==> src/design/tsc_pkg.sv <==
package tsc_pkg;

	// port field widths
	localparam int ANGLE_W = 32;
	localparam int VALUE_W = 32;

	// command codes
	localparam logic CMD_SINE   = 1'b0;
	localparam logic CMD_COSINE = 1'b1;

	// series length
	localparam int SERIES_TERMS_DEF = 3;
	localparam int MAX_TERMS        = 8;

	// range reduction in unsigned q48, biased so it never goes negative
	localparam int FRAC_IN   = 24;
	localparam int R_W       = 57;
	localparam int RED_STEPS = 6;
	localparam logic [R_W-1:0] PI_Q48      = 57'h3243F6A8885A3;
	localparam logic [R_W-1:0] TWO_PI_Q48  = 57'h6487ED5110B46;
	localparam logic [R_W-1:0] HALF_PI_Q48 = 57'h1921FB54442D2;
	localparam logic [R_W-1:0] WRAP_BIAS   = TWO_PI_Q48 << (RED_STEPS - 1);
	localparam logic [R_W-1:0] COS_BIAS    = HALF_PI_Q48 + WRAP_BIAS;

	// series datapath widths
	localparam int X_SHIFT     = 18;
	localparam int X_W         = 32;
	localparam int T_W         = 34;
	localparam int P_W         = 36;
	localparam int SUM_W       = 36;
	localparam int Q_FRAC      = 30;
	localparam int RECIP_W     = 34;
	localparam int RECIP_SHIFT = 36;
	localparam int DIV_W       = 9;

	// one item as it moves down the series pipeline
	typedef struct packed {
		logic                    vld;
		logic                    neg;
		logic [X_W-1:0]          x;
		logic [T_W-1:0]          t;
		logic signed [SUM_W-1:0] sum;
	} term_t;

	// divisor (e-1)*e of term k, e = 3 + 2k
	function automatic logic [DIV_W-1:0] term_div(input int unsigned k);
		logic [DIV_W-1:0] d;
		case (k)
			0: d = 9'd6;
			1: d = 9'd20;
			2: d = 9'd42;
			3: d = 9'd72;
			4: d = 9'd110;
			5: d = 9'd156;
			6: d = 9'd210;
			7: d = 9'd272;
			default: d = 9'd6;
		endcase
		return d;
	endfunction

	// floor(2^36 / divisor) of term k
	function automatic logic [RECIP_W-1:0] term_recip(input int unsigned k);
		logic [RECIP_W-1:0] m;
		case (k)
			0: m = 34'd11453246122;
			1: m = 34'd3435973836;
			2: m = 34'd1636178017;
			3: m = 34'd954437176;
			4: m = 34'd624722515;
			5: m = 34'd440509466;
			6: m = 34'd327235603;
			7: m = 34'd252645135;
			default: m = 34'd11453246122;
		endcase
		return m;
	endfunction

endpackage

==> src/design/tsc_out.sv <==
module tsc_out (
	input  logic                        clk,
	input  logic                        arst_n,
	input  tsc_pkg::term_t              in_term,
	output logic                        en,
	output logic                        m_tvalid,
	input  logic                        m_tready,
	output logic [tsc_pkg::VALUE_W-1:0] m_tdata
);
	import tsc_pkg::*;

	localparam int SAT_W = SUM_W + 1;
	localparam logic signed [SAT_W-1:0] VMAX =
		{{(SAT_W - VALUE_W + 1){1'b0}}, {(VALUE_W - 1){1'b1}}};
	localparam logic signed [SAT_W-1:0] VMIN =
		{{(SAT_W - VALUE_W + 1){1'b1}}, {(VALUE_W - 1){1'b0}}};

	logic signed [SAT_W-1:0] sum_ext;
	logic signed [SAT_W-1:0] signed_sum;
	logic [VALUE_W-1:0]      sat_val;
	logic                    take;
	logic                    incoming;

	logic                    out_vld_q;
	logic [VALUE_W-1:0]      out_data_q;
	logic                    skid_vld_q;
	logic [VALUE_W-1:0]      skid_data_q;

	// apply sign, clamp to q2.30
	always_comb begin
		sum_ext    = {in_term.sum[SUM_W-1], in_term.sum};
		signed_sum = in_term.neg ? -sum_ext : sum_ext;
		if (signed_sum > VMAX) begin
			sat_val = VMAX[VALUE_W-1:0];
		end else if (signed_sum < VMIN) begin
			sat_val = VMIN[VALUE_W-1:0];
		end else begin
			sat_val = signed_sum[VALUE_W-1:0];
		end
	end

	assign en       = !skid_vld_q;
	assign take     = out_vld_q && m_tready;
	assign incoming = en && in_term.vld;
	assign m_tvalid = out_vld_q;
	assign m_tdata  = out_data_q;

	always_ff @(posedge clk or negedge arst_n) begin
		if (!arst_n) begin
			out_vld_q  <= 1'b0;
			skid_vld_q <= 1'b0;
		end else if (skid_vld_q) begin
			if (take) begin
				skid_vld_q <= 1'b0;
			end
		end else if (!out_vld_q || take) begin
			out_vld_q <= incoming;
		end else if (incoming) begin
			skid_vld_q <= 1'b1;
		end
	end

	always_ff @(posedge clk) begin
		if (skid_vld_q) begin
			if (take) begin
				out_data_q <= skid_data_q;
			end
		end else if (!out_vld_q || take) begin
			out_data_q <= sat_val;
		end else begin
			skid_data_q <= sat_val;
		end
	end

endmodule

==> config.mk <==
export PLATFORM = sky130hd
export DESIGN_NAME = tsc_out
export DESIGN_NICKNAME = d
export VERILOG_FILES = /design/src/design/tsc_pkg.sv /design/src/design/tsc_out.sv
export SDC_FILE = /design/constraint.sdc
export NUM_CORES = 1
export LEC_CHECK = 0
export BUFFER_PORTS_ARGS = -buffer_cell sky130_fd_sc_hd__buf_2
export CAP_MARGIN = 15
export CORE_ASPECT_RATIO = 0.75
export CORE_MARGIN = 4
export CORE_UTILIZATION = 53
export DETAILED_ROUTE_END_ITERATION = 7
export PLACE_DENSITY = 0.92
export SYNTH_ARGS = -nofsm -noshare
export SYNTH_HDL_FRONTEND = slang
export SYNTH_SLANG_ARGS = --single-unit
==> constraint.sdc <==
create_clock -name clk -period 5.3 [get_ports clk]
set_input_delay 0.265 -clock clk [delete_from_list [all_inputs] [get_ports clk]]
set_output_delay 0.265 -clock clk [all_outputs]
set_load 0.01 [all_outputs]
==> Yosys cells after proc, flatten, opt, wreduce, memory -nomap -nowiden <==
Cells that the tools add are included.
Widths: inputs -> output; s select.
{ "classes": {"magnitude_cmp": 2, "bitwise": 2, "n_reduce_logical": 9, "eq_ne": 1, "addsub": 1, "mux": 10} }
{ "ops": {"columns": ["cell", "n"], "rows": [
  ["$mux 32", 5],
  ["$gt 37x32->1 const B", 1],
  ["$lt 37x32->1 const B", 1],
  ["$mux 37", 1],
  ["$neg 36->37", 1],
  ["$reduce_and 2->1", 3],
  ["$mux 1", 4],
  ["$logic_and 1x1->1", 2],
  ["$logic_not 1->1", 2],
  ["$ne 2x2->1 const B", 1],
  ["$not 1->1", 2],
  ["$reduce_bool 2->1", 1],
  ["$logic_or 1x1->1", 1]
]} }
{ "word_totals": {"output_inout_bits": 34, "ff_bits": 66} }

==> Logic depth before layout (Yosys ltp) <==
{ "logic_depth": {"ltp_word": 7, "depth_mapped": 10, "ltp_nobuf": 9} }

==> Worst setup path before layout <==
No wires, ideal clock.
{ "synth_timing": {"path_type": "flip-flop to flip-flop", "start": "register skid_vld_q", "end": "register skid_data_q[0], enable pin", "t_required_ns": 4.832, "path_slack_ns": 1.721, "t_arrival_ns": 3.111, "setup_time_ns": 0.468, "path_stages_with_launch": 4, "cell_sequence": "dfrtp_1 > clkbuf_1 > clkbuf_1 > nor3b_1"} }
{ "synth_via": {"elab_chain_cells": 2} }
{ "synth_lines": {"columns": ["element", "line_no", "source"], "rows": [
  ["from (decl)", "tsc_out.sv:26", "logic skid_vld_q;"],
  ["from (signal assigned)", "tsc_out.sv:51", "skid_vld_q <= 1'b0;"],
  ["from (signal assigned)", "tsc_out.sv:54", "skid_vld_q <= 1'b0;"],
  ["from (signal assigned)", "tsc_out.sv:59", "skid_vld_q <= 1'b1;"],
  ["$not 1->1 (no line)", null, null],
  ["$reduce_and 2->1 (no line)", null, null],
  ["to (signal assigned)", "tsc_out.sv:71", "skid_data_q <= sat_val;"],
  ["to (decl)", "tsc_out.sv:27", "logic [VALUE_W-1:0] skid_data_q;"]
]} }
Every way passes these cells.
A chain may end at the register's enable or synchronous reset.

==> Final worst setup path <==
{ "layout_timing": {"start": "input in_term[6] (netlist bit)", "end": "register out_data_q[29] (netlist: m_tdata[29]) (data pin)"} }
{ "layout_via": {"elab_chain_cells": 7, "elab_cells_between_ends": 8, "cone_classes": "add/sub (1); order compare (2); mux (5)"} }
{ "layout_lines": {"columns": ["element", "line_no", "source"], "rows": [
  ["from (decl)", "tsc_out.sv:4", "input tsc_pkg::term_t in_term,"],
  ["$neg 36->37", "tsc_out.sv:32", "signed_sum = in_term.neg ? -sum_ext : sum_ext;"],
  ["$mux 37 *", "tsc_out.sv:32", null],
  ["$lt 37x32->1", "tsc_out.sv:35", "end else if (signed_sum < VMIN) begin"],
  ["$mux 32", "tsc_out.sv:35", null],
  ["$mux 32 *", "tsc_out.sv:33", "if (signed_sum > VMAX) begin"],
  ["$mux 32 *", "tsc_out.sv:68", "end else if (!out_vld_q || take) begin"],
  ["$mux 32 *", "tsc_out.sv:64", "if (skid_vld_q) begin"],
  ["to (signal assigned)", "tsc_out.sv:66", "out_data_q <= skid_data_q;"],
  ["to (signal assigned)", "tsc_out.sv:69", "out_data_q <= sat_val;"],
  ["to (decl)", "tsc_out.sv:25", "logic [VALUE_W-1:0] out_data_q;"]
]} }
Mark *: on every way between the ends. The rest lies on a longest branch, timed or not. The select of a mux whose other input is x is not followed.

==> results.toml <==
[power_and_ir_drop]
switching_share = 0.3501
power.switching_uw = 661.6
p_per_area_nw_per_um2 = 439.7
share_seq_of_total_power = 0.466
p_leak_nw = 1.588
power.total_mw = 1.890
p_clk_frac = 0.190
ir_worst_vdd_mv = 0.2420
p_comb_frac = 0.343
intPower_mw = 1.228

[placement]
io_buffer_count = 74
place_inst = 505
gp_congestion = 0.8824
hpwl_mm = 5.913

[logic_synthesis]
synth_top_family_by_area = "simple AND/OR/NAND/NOR gates"
synthCells = 362
synth-compound-area-share = 0.1496
synth_cell_type_count = 41
synth_top_area_frac = 0.5198
synth_edf_count = 64
synthMuxAreaShare = 0.005415
yosys-top-cells-count = "nand2_1 (104), edfxtp_1 (64), xnor2_1 (30)"
synthFlopType = "edfxtp_1"
synth_warnings = 0
yosys.area_share.simple = 0.1942
synth_xor_area_frac = 0.07580
yosys.area.top_type = "edfxtp_1"
synth_most_common_cell = "nand2_1"
postSynthAreaPerCell_sq_um = 10.21
yosysSeqAreaShare = 0.5333
synth_fp_nets = 470
ys_ff_latch = 66
synth.area.top_cells = "edfxtp_1 (52%), nand2_1 (11%), xnor2_1 (7.1%)"
synthArstFlopShare = 0.03030
synthAdderAreaFrac = 0.003384
syn_area_sq_um = 3697

[timing]
fmax_mhz = 296.8
drv_slew = 0
fin_crit_sh = 0.6357
rsz0062_at_grt = "no"
min_period_ns = 3.369
fin_skew_ns = 0.005076
worst_slew_pin_slew_ns = 0.7194
setup_viol = 0
max_slew_margin = 0.5160
setup_tns_ns = 0
hold_viol_final = 0

[route]
vias = 3005
wire_per_inst_um = 15.98
drtIter0Drc = 306
drcViolationCount = 0
vias_per_cell = 5.746
routed_wl_mm = 8.358
ant_nets = 0
firstDrtPassIters = 5

[global_route]
grt_use_met3 = 0.07711
antenna_found_initial = 1
track_usage = 0.2109
grt_pass1_vias = 2818
grt_max_degree = 61
grtUsageMet2 = 0.3286
grt.busiest_layer = "met2"
grt_overflow = 0
grt_pass1_wl_mm = 13.70
use_met1 = 0.2617

[worst_setup_path]
worst-path-max-fanout = 20
crit_chain = "buf_2 > nor4_4 > nand4_1 > o41ai_1 > xor2_1 > o41ai_4 > buf_4 > nand2_1 > o211ai_1"
cp-start-kind = "input port"
worstPathRequired_ns = 5.46
crit_family = "compound AO/OA/AOI/OAI gates"
worst_ep_arrival_time_ns = 3.53
critPathKind = "in2reg"
crit_path_max_incr_delay_ns = 0.69
worst_path_max_delay_cell = "o41ai_4"
worstSetupEndpointType = "flop"
crit_buf_inv = 2

[floorplan]
dieWidth_um = 104.4
die_y_um = 80.33
rows = 26
io_pins = 141
coreArea_sq_um = 6799
design.die.area_sq_um = 8390
start_util = 0.5438

[status]
status = "completed"

[clock_network]
cts_root_buf = "clkbuf_8"
worstSkewPairLatency_ns = 0.35
clockBufferDepth = 2
cts_sinks = 66
postCtsSetupRepairBufs = 0
path_clk_slew_ns = 0.07
cts_buffers = 9
cts.htree.levels = 3
cts_tree = "built"

[finish]
final-seq-area_sq_um = 1972
final_nets = 541
layout.cells.non_filler = 523
drive_gt1_frac = 0.2443
multiInputGateArea_sq_um = 1597
n_fill_cell = 511
area_delta_synth_final_pct = 16.24

[worst_hold_path]
holdCritPathClass = "in2reg"

[run]
cap_violations = 0
[cell families after synthesis]
family,count (synthesis)
DFF,66
adders and majority gates,1
muxes,2
and+or+nand+nor,157
xor gates and xnor gates,32
buffers and inverters,30
AOI/OAI and AO/OA,74
[worst paths after layout]
path,cells after the start,startpoint,end,slack [ns]
max in group asynchronous,2,arst_n,skid_vld_q$_DFF_PN0_,4.97
worst max register to register,5,skid_vld_q$_DFF_PN0_,m_tdata[29]$_DFFE_PP_,3.49
worst min-delay path,3,in_term[103],skid_vld_q$_DFF_PN0_,0.14
min in group asynchronous,2,arst_n,m_tvalid$_DFFE_PN0P_,0.24
worst min register to register,2,skid_data_q[25]$_DFFE_PP_,m_tdata[25]$_DFFE_PP_,0.56
worst max-delay path,9,in_term[6],m_tdata[29]$_DFFE_PP_,1.93
[layer usage]
metal	up-vias	wire length [um]
met2	162	3828
met5	-	13
met1	1353	3339
met3	22	939
met4	2	238
li1	1466	-
[state kept, by name (all words and copies together) (netlist names)]
name         count
skid_vld_q       1
m_tdata         32
skid_data_q     32
m_tvalid         1
[power groups by stage]
stage	Sequential [mW]	Clock, mW	Combinational [mW]
finish	0.881	0.360	0.649
global route	0.900	0.390	0.722
CTS	0.881	0.364	0.654
detailed placement	0.892	0	0.652
global placement	0.884	0	0.625
floorplan	0.980	0	0.331
[cell type report]
cell class / count / share of cell area
clock inverters: 5 / 0.007278
inverters: 9 / 0.007860
multi-input cells: 266 / 0.3715
flip-flops and latches: 66 / 0.4588
diodes: 1 / 0.0005822
clock buffers: 11 / 0.03057
repair buffers: 81 / 0.09898
well taps: 84 / 0.02445
[cells in the final DEF (no fill, tap or decap), types with 10 or more instances in the layout]
cell type / count
o211ai_1: 27
o31ai_1: 10
nand2_1: 104
xnor2_1: 30
buf_2: 74
o21ai_0: 11
edfxtp_1: 64
nor2_1: 12
[worst register-to-register path, stage by stage (launching register included)]
cell      delay [ns]
dfrtp_1         0.32
buf_4           0.46
nor2_1          0.13
o21ai_1         0.11
buf_4           0.30
o211ai_1        0.20
[through the flow]
| step | utilization | setup slack, ns | hold WS [ns] | cell area, sq um |
|---|---|---|---|---|
| floorplan | - | 1.721 | -0.03059 | 3697 |
| global placement | 0.6064 | 1.757 | 0.04951 | 4123 |
| detailed placement | 0.6064 | 1.602 | 0.05244 | 4123 |
| CTS | 0.6318 | 1.971 | 0.1322 | 4295 |
| global route | 0.6318 | 1.742 | 0.1334 | 4295 |
| finish | 0.6321 | 1.931 | 0.1402 | 4298 |
[timing repair]
item / CTS / global route
endpoints found under the hold margin: 2 / 0
resized for setup: 0 / 0
hold buffers: 1 / 0
(Power assumes the default switching activity.)
